## src/rtl/core/tsm_div.sv

```systemverilog
module tsm_div #(
    parameter int DVD_W = 22,
    parameter int DVS_W = 7
) (
    input  logic             clk,
    input  logic             rst_n,
    input  logic             start,
    input  logic [DVD_W-1:0] dividend,
    input  logic [DVS_W-1:0] divisor,
    output logic             done,
    output logic [DVD_W-1:0] quotient
);

    localparam int STEP_W = $clog2(DVD_W + 1);

    logic              busy_reg;
    logic              busy_next;
    logic              done_reg;
    logic              done_next;
    logic [STEP_W-1:0] step_reg;
    logic [STEP_W-1:0] step_next;
    logic [DVS_W-1:0]  rem_reg;
    logic [DVS_W-1:0]  rem_next;
    logic [DVD_W-1:0]  dq_reg;
    logic [DVD_W-1:0]  dq_next;
    logic [DVS_W:0]    shifted;
    logic [DVS_W:0]    diff;
    logic              ge;

    // restoring division, one quotient bit per cycle
    assign shifted = {rem_reg, dq_reg[DVD_W-1]};
    assign diff    = shifted - {1'b0, divisor};
    assign ge      = shifted >= {1'b0, divisor};

    always_comb
    begin
        busy_next = busy_reg;
        done_next = 1'b0;
        step_next = step_reg;
        rem_next  = rem_reg;
        dq_next   = dq_reg;
        if (start)
        begin
            busy_next = 1'b1;
            step_next = '0;
            rem_next  = '0;
            dq_next   = dividend;
        end
        else if (busy_reg)
        begin
            rem_next  = ge ? diff[DVS_W-1:0] : shifted[DVS_W-1:0];
            dq_next   = {dq_reg[DVD_W-2:0], ge};
            step_next = step_reg + STEP_W'(1);
            if (step_reg == STEP_W'(DVD_W - 1))
            begin
                busy_next = 1'b0;
                done_next = 1'b1;
            end
        end
    end

    always_ff @(posedge clk or negedge rst_n)
    begin
        if (!rst_n)
        begin
            busy_reg <= 1'b0;
            done_reg <= 1'b0;
            step_reg <= '0;
        end
        else
        begin
            busy_reg <= busy_next;
            done_reg <= done_next;
            step_reg <= step_next;
        end
    end

    always_ff @(posedge clk)
    begin
        rem_reg <= rem_next;
        dq_reg  <= dq_next;
    end

    assign done     = done_reg;
    assign quotient = dq_reg;

    a_done_after_busy: assert property (@(posedge clk) disable iff (!rst_n)
        done_reg |-> $past(busy_reg) && !busy_reg)
        else $error("divider done without a finished run");

endmodule

```

## config.mk

```make
export PLATFORM = sky130hd
export DESIGN_NAME = tsm_div
export DESIGN_NICKNAME = d
export VERILOG_FILES = /design/src/rtl/core/tsm_div.sv
export SDC_FILE = /design/constraint.sdc
export NUM_CORES = 1
export LEC_CHECK = 0
export ABC_AREA = 1
export ABC_CLOCK_PERIOD_IN_PS = 1900
export BUFFER_PORTS_ARGS = -buffer_cell sky130_fd_sc_hd__buf_2
export CAP_MARGIN = 20
export CORE_ASPECT_RATIO = 0.6
export CORE_MARGIN = 1
export CORE_UTILIZATION = 52
export DETAILED_ROUTE_END_ITERATION = 8
export GPL_TIMING_DRIVEN = 0
export PLACE_DENSITY = 0.8
export SLEW_MARGIN = 10
export SYNTH_ARGS = -nofsm -noshare
export SYNTH_HDL_FRONTEND = slang
export SYNTH_SLANG_ARGS = --single-unit
```

## constraint.sdc

```tcl
create_clock -name clk -period 1.9 [get_ports clk]
set_input_delay 0.38 -clock clk [delete_from_list [all_inputs] [get_ports clk]]
set_output_delay 0.38 -clock clk [all_outputs]
set_load 0.03 [all_outputs]
```

==> out/results.tsv, run 1 <==
stage	metric	value	unit
run_status	status	finished clean	
synth	Avg Cell Area, Syn	8.099	um2
timing	Max Transition Viols Final	0	
clocking	CTS Sinks	36	
cells_and_area	fin nets	345	
placed_design	Area after DPL	0.002276	mm2
min_path	hold_sp	dividend[18]	
placed_design	post-DP HPWL	3.172	mm
worst_setup_path	crit path cell chain	inv_2 > ha_4 > fa_2 > inv_2 > nand3_1 > nand2_2 > nand2_2 > nand3_4 > nand3_1 > nand3_1 > nand2_1	
global_route	GRT Util Overall	0.2319	
synth	Yosys cell types	28	
synth	most common cell in the netlist	nand2_1	
timing	Final Hold Fails	0	
global_route	remaining global-route overflow	0	
floorplan	Die H	49.46	um
timing	Max Clk Rate	556.9	MHz
floorplan	Die Wd	81.10	um
synth	synthesized cell area	0.001952	mm2
placed_design	DP Worst Slack	-43.18	ps
worst_setup_path	Worst EP required	2080	ps
clocking	CTS tree	built	
worst_setup_path	crit path launch type	register	
synth	synthesized flop and latch total	36	
cells_and_area	Register Area	975.9	um2
pwr	power density over cell area	1138	mW/mm2
timing	Worst Slack Setup Final	104.3	ps
floorplan	Ports	55	
floorplan	Die Area	0.004011	mm2
cells_and_area	number of flip-flops under the largest register name	22	
timing	# setup viols final	0	
worst_setup_path	slowest stage cell, crit path	fa_2	
worst_setup_path	crit-path max FO	7	
clocking	H-tree Lvls	2	
clocking	clock slew at the register clock pins of the worst setup and hold paths	70	ps
drt	WL/cell	12.22	um
drt	Post-route DRC	0	
synth	Yosys top cell by area	edfxtp_1	
pwr	worst ir drop on vdd	0.7045	mV
floorplan	Initial Utilization	0.5702	
cells_and_area	final core occ	0.7043	
worst_setup_path	CP peak stage delay	400	ps
drt	wirelength, routed	4.264	mm
clocking	Skew-Pair Late Insertion Delay	280	ps
synth	net count after synthesis	283	
worst_setup_path	critical path type	register to register	
worst_setup_path	Crit path arrival time	1970	ps
synth	Synth area leaders	edfxtp_1 (34%), nand2_1 (21%), dfrtp_1 (9.0%)	
floorplan	# rows	16	
clocking	CTS Root Cell	clkbuf_8	
global_route	largest net degree at the start of global routing	24	
worst_setup_path	reg2reg start	quotient[21]	
placed_design	Final GP Congestion	0.8243	
drt	post-route ant nets	0	
min_path	WHS Path Cells	3	
timing	Least-Margin Pin Slew	498.4	ps
cells_and_area	antenna cell count	0	
cells_and_area	post-route cell area	0.002411	mm2
worst_setup_path	reg-to-reg slack, setup	100	ps
job	Max Cap Violations	0	
global_route	first-pass GRT wire length	6.941	mm
pwr	Leak	0.001280	uW
cells_and_area	final std cells w/o fill	349	
cells_and_area	share of cells above drive strength 1	0.2566	
worst_setup_path	kind of end point of the critical path	register	
min_path	Endpoint, Worst Hold	quotient[18]	
drt	via count	1745	
timing	period utilization	0.9451	
cells_and_area	# fillers	294	
drt	Vias/cell	5.000	
placed_design	dpl cells	339	
floorplan	core box area	0.003423	mm2
timing	TNS Setup	0	ps
min_path	min-delay worst type	primary input to register	
clocking	CTS Buf Count	5	
drt	DR pass1 iterations	4	
synth	asr flop ratio synth	0.1944	
cells_and_area	multi-input logic area	875.8	um2
worst_setup_path	reg2reg path depth	11	
placed_design	Port Buffers	53	
cells_and_area	Area growth syn-to-layout	23.53	%
drt	initial DRC count	84	
timing	slew margin rel.	0.6672	
worst_setup_path	Most common cell on crit path	nand3_1	
timing	Final Skew	4.483	ps
clocking	maximum buffer depth of the clock tree	2	
synth	Post-synth EDFFs	22	
synth	ys flop type	edfxtp_1	
synth	Syn Inst Count	241	
worst_setup_path	worst r2r dst	rem_reg[5]	
global_route	initial antenna violation count	0	
synth	Post-synth top cells	nand2_1 (110), inv_1 (23), edfxtp_1 (22)	
synth	synthesis warning total	0	
timing	unrepaired setup endpoints after global routing	true	
timing	min cycle time layout	1796	ps
synth	post-synthesis sequential area ratio	0.5000	
synth	post-synth top area share	0.3385	
global_route	vias in the first global route	1537	
critical path, delay by kind of cell (launching register included):
kind | cells | cell delay, ps
fa+ha+maj | 2 | 570
buf+inv | 2 | 140
flops | 1 | 370
simple gates | 7 | 610
where the power goes:
part	switching, uW	internal (uW)
clock network	259	289
logic	707	435
registers	85.1	967
metrics by stage:
stage                     hold slack, ps  power, uW
after floorplan                    84.41       1897
after global placement             220.7       2111
after detailed placement           227.4       2136
after CTS                          362.9       2688
after global routing               361.1       2955
final                              367.5       2743
timing repair:
action,in CTS,in global routing
gates resized for setup,0,7
hold endpoints to repair,7,0
hold buffers,1,0
setup buffers,0,1
endpoints found under the setup margin,0,8
cell type report:
type,instances,area share
Inverter,29,0.04515
Multi-Input combinational cell,171,0.3633
Sequential cell,36,0.4048
Timing Repair Buffer,55,0.1173
Clock buffer,6,0.03425
Clock inverter,2,0.004152
Buffer,5,0.007784
Tap cell,45,0.02335
placed cells by master, fill, tap and decap left out, types with 4 or more instances in the layout:
cell type	count
nand4_1	4
nand2_1	108
dfxtp_1	7
clkbuf_8	6
ha_1	8
a21oi_1	4
clkbuf_1	4
nand3_1	18
buf_2	53
nand3b_1	4
inv_2	7
edfxtp_1	22
inv_1	21
dfrtp_1	7
nor2_1	7
how the worst max path moves through the flow:
stage | start | endpoint | slack [ps]
floorplan | quotient[21] | rem_reg[5] | 0.6
global placement | divisor[0] | rem_reg[5] | -30
detailed placement | divisor[0] | rem_reg[6] | -40
CTS | quotient[21] | rem_reg[6] | 50
global route | quotient[21] | rem_reg[6] | 0.4
finish | quotient[21] | rem_reg[5] | 100
metal layers:
| layer | track usage | up-vias | part of all wire |
|---|---|---|---|
| li1 | - | 895 | - |
| met1 | 0.3546 | 785 | 0.51 |
| met2 | 0.3151 | 61 | 0.41 |
| met3 | 0.07963 | 4 | 0.071 |
| met4 | 0.04464 | 0 | 0.0061 |
| met5 | 0 | - | 0 |
cell families after synthesis:
group                    share of synthesized area
XOR/XNOR                                  0.008976
adder cells (fa/ha/maj)                    0.06795
flip-flops                                  0.5000
buffers and inverters                      0.06538
AND/OR/NAND/NOR                             0.3205
AO/OA/AOI/OAI                              0.03718
Power figures use the tool's default switching activity.
==> run 2, diff against run 1 <==
Settings changed: SETUP_SLACK_MARGIN set to 0.3.
==> run 2 against run 1 <==
Net effect:
- count of clock-buffer cells in the layout down 1
- routed wire length up 7.9%
- sequential power about the same
- clock power down 5.3%
- sequential share of layout area down 1.0 points
- sequential cell count unchanged
- non-clock buffer count up 4
- largest cell class unchanged
- largest power group unchanged
==> out/results.tsv, run 2 (synthesis results as in run 1) <==
stage	metric	value	unit
clocking	CTS Sinks	36	
worst_setup_path	Crit path arrival time	1930	ps
cells_and_area	share of cells above drive strength 1	0.2792	
drt	Post-route DRC	0	
min_path	WHS Path Cells	3	
timing	slew margin rel.	0.6756	
drt	Met1 Routed Length	2.191	mm
min_path	hold_sp	dividend[15]	
cells_and_area	commonest non-fill, non-tap cell in the layout	nand2_1	
floorplan	# rows	16	
placed_design	DP Worst Slack	29.62	ps
timing	# setup viols final	0	
drt	DR WL met2	2.059	mm
timing	TNS Setup	0	ps
global_route	largest net degree at the start of global routing	24	
drt	post-route ant nets	0	
pwr	total power	2817	uW
floorplan	Die Area	0.004011	mm2
cells_and_area	final core occ	0.7226	
timing	Final Skew	7.235	ps
job	Max Cap Violations	0	
floorplan	Die H	49.46	um
clocking	CTS tree	built	
clocking	H-tree Lvls	2	
worst_setup_path	reg2reg path depth	11	
timing	Least-Margin Pin Slew	485.9	ps
worst_setup_path	Worst EP required	2070	ps
worst_setup_path	reg-to-reg slack, setup	140	ps
pwr	worst ir drop on vdd	0.6975	mV
timing	Final Hold Fails	0	
cells_and_area	fin nets	349	
min_path	min-delay worst type	primary input to register	
floorplan	Die Wd	81.10	um
pwr	Leak	0.001310	uW
drt	Vias/cell	5.051	
drt	initial DRC count	162	
timing	unrepaired setup endpoints after global routing	true	
worst_setup_path	worst r2r dst	rem_reg[4]	
worst_setup_path	crit-path max FO	7	
floorplan	Ports	55	
cells_and_area	Area growth syn-to-layout	26.73	%
clocking	clock slew at the register clock pins of the worst setup and hold paths	80	ps
placed_design	Final GP Congestion	0.8698	
cells_and_area	most frequent cells in the layout	nand2_1 (108), buf_2 (53), edfxtp_1 (22), inv_1 (21), nand3_1 (15)	
worst_setup_path	Critical Path Start	quotient[21]	
pwr	power density over cell area	1139	mW/mm2
run_status	status	finished clean	
cells_and_area	multi-input logic area	918.4	um2
cells_and_area	# fillers	253	
drt	DR pass1 iterations	4	
placed_design	post-DP HPWL	3.342	mm
cells_and_area	Register Area	975.9	um2
timing	Max Clk Rate	569.0	MHz
global_route	vias in the first global route	1600	
timing	Max Transition Viols Final	0	
worst_setup_path	kind of end point of the critical path	register	
cells_and_area	post-route cell area	0.002474	mm2
drt	WL/cell	13.03	um
global_route	initial antenna violation count	0	
drt	wirelength, routed	4.600	mm
drt	top sig layer	met4	
timing	period utilization	0.9249	
cells_and_area	number of flip-flops under the largest register name	22	
worst_setup_path	crit path launch type	register	
drt	via count	1783	
global_route	GRT Util Overall	0.2479	
clocking	maximum buffer depth of the clock tree	2	
timing	Worst Slack Setup Final	142.6	ps
floorplan	Initial Utilization	0.5702	
timing	min cycle time layout	1757	ps
clocking	CTS Root Cell	clkbuf_8	
placed_design	Area after DPL	0.002293	mm2
placed_design	Port Buffers	53	
floorplan	core box area	0.003423	mm2
min_path	Endpoint, Worst Hold	quotient[15]	
clocking	Skew-Pair Late Insertion Delay	290	ps
drt	met3 wire length	326	um
global_route	first-pass GRT wire length	7.314	mm
clocking	CTS Buf Count	5	
worst_setup_path	critical path type	register to register	
cells_and_area	antenna cell count	0	
worst_setup_path	reg2reg start	quotient[21]	
global_route	remaining global-route overflow	0	
-- run 2: cell types whose count changed in the layout (fill, tap and decap cells not counted), sizes merged --
cell and delta:
clkbuf -1, clkinv +1, buf +4
-- run 2: worst max-delay path, cell delays in order, from the launching register on --
cell and delay (ps):
edfxtp_1 380, inv_2 70, ha_4 160, fa_2 360, inv_2 110, nand3_4 80
nand2_4 120, nand2_4 60, nand3_4 100, nand2_1 70, nand3_1 80, nand2_1 60
-- run 2: worst max-delay path by stage --
stage,end,depth (start not counted)
6_report,rem_reg[4],11
5_1_grt,rem_reg[4],11
4_1_cts,rem_reg[5],11
3_5_place_dp,quotient[0],9
3_3_place_gp,quotient[0],9
2_1_floorplan,rem_reg[5],11
-- run 2: power breakdown --
part / switching [uW] / internal [uW]
registers: 85.3 / 967
logic: 786 / 460
clock network: 270 / 249
-- run 2: stage by stage --
stage | instances | hold slack [ps]
finish | 353 | 356.6
global route | 353 | 363.7
CTS | 351 | 354.2
detailed placement | 339 | 222.3
global placement | 339 | 219.0
floorplan | 241 | 84.41
-- run 2: layout make-up --
type | count | area share
plain buffers | 5 | 0.007587
clock buffers | 5 | 0.02782
clock inverters | 3 | 0.005564
inverters | 29 | 0.04401
multi-input cells | 171 | 0.3713
flip-flops and latches | 36 | 0.3945
well taps | 45 | 0.02276
repair buffers | 59 | 0.1265
-- run 2: metal layers --
metal | up-vias | GRT usage
li1 | 904 | -
met1 | 812 | 0.3553
met2 | 63 | 0.3683
met3 | 4 | 0.07222
met4 | 0 | 0.05952
met5 | - | 0
-- run 2: what timing repair did --
item,in CTS,in global routing
buffers inserted,3,2
pin swaps,0,2
endpoints found under the hold margin,7,0
setup endpoints to repair,8,17
hold buffers,1,0
resized for setup,7,3
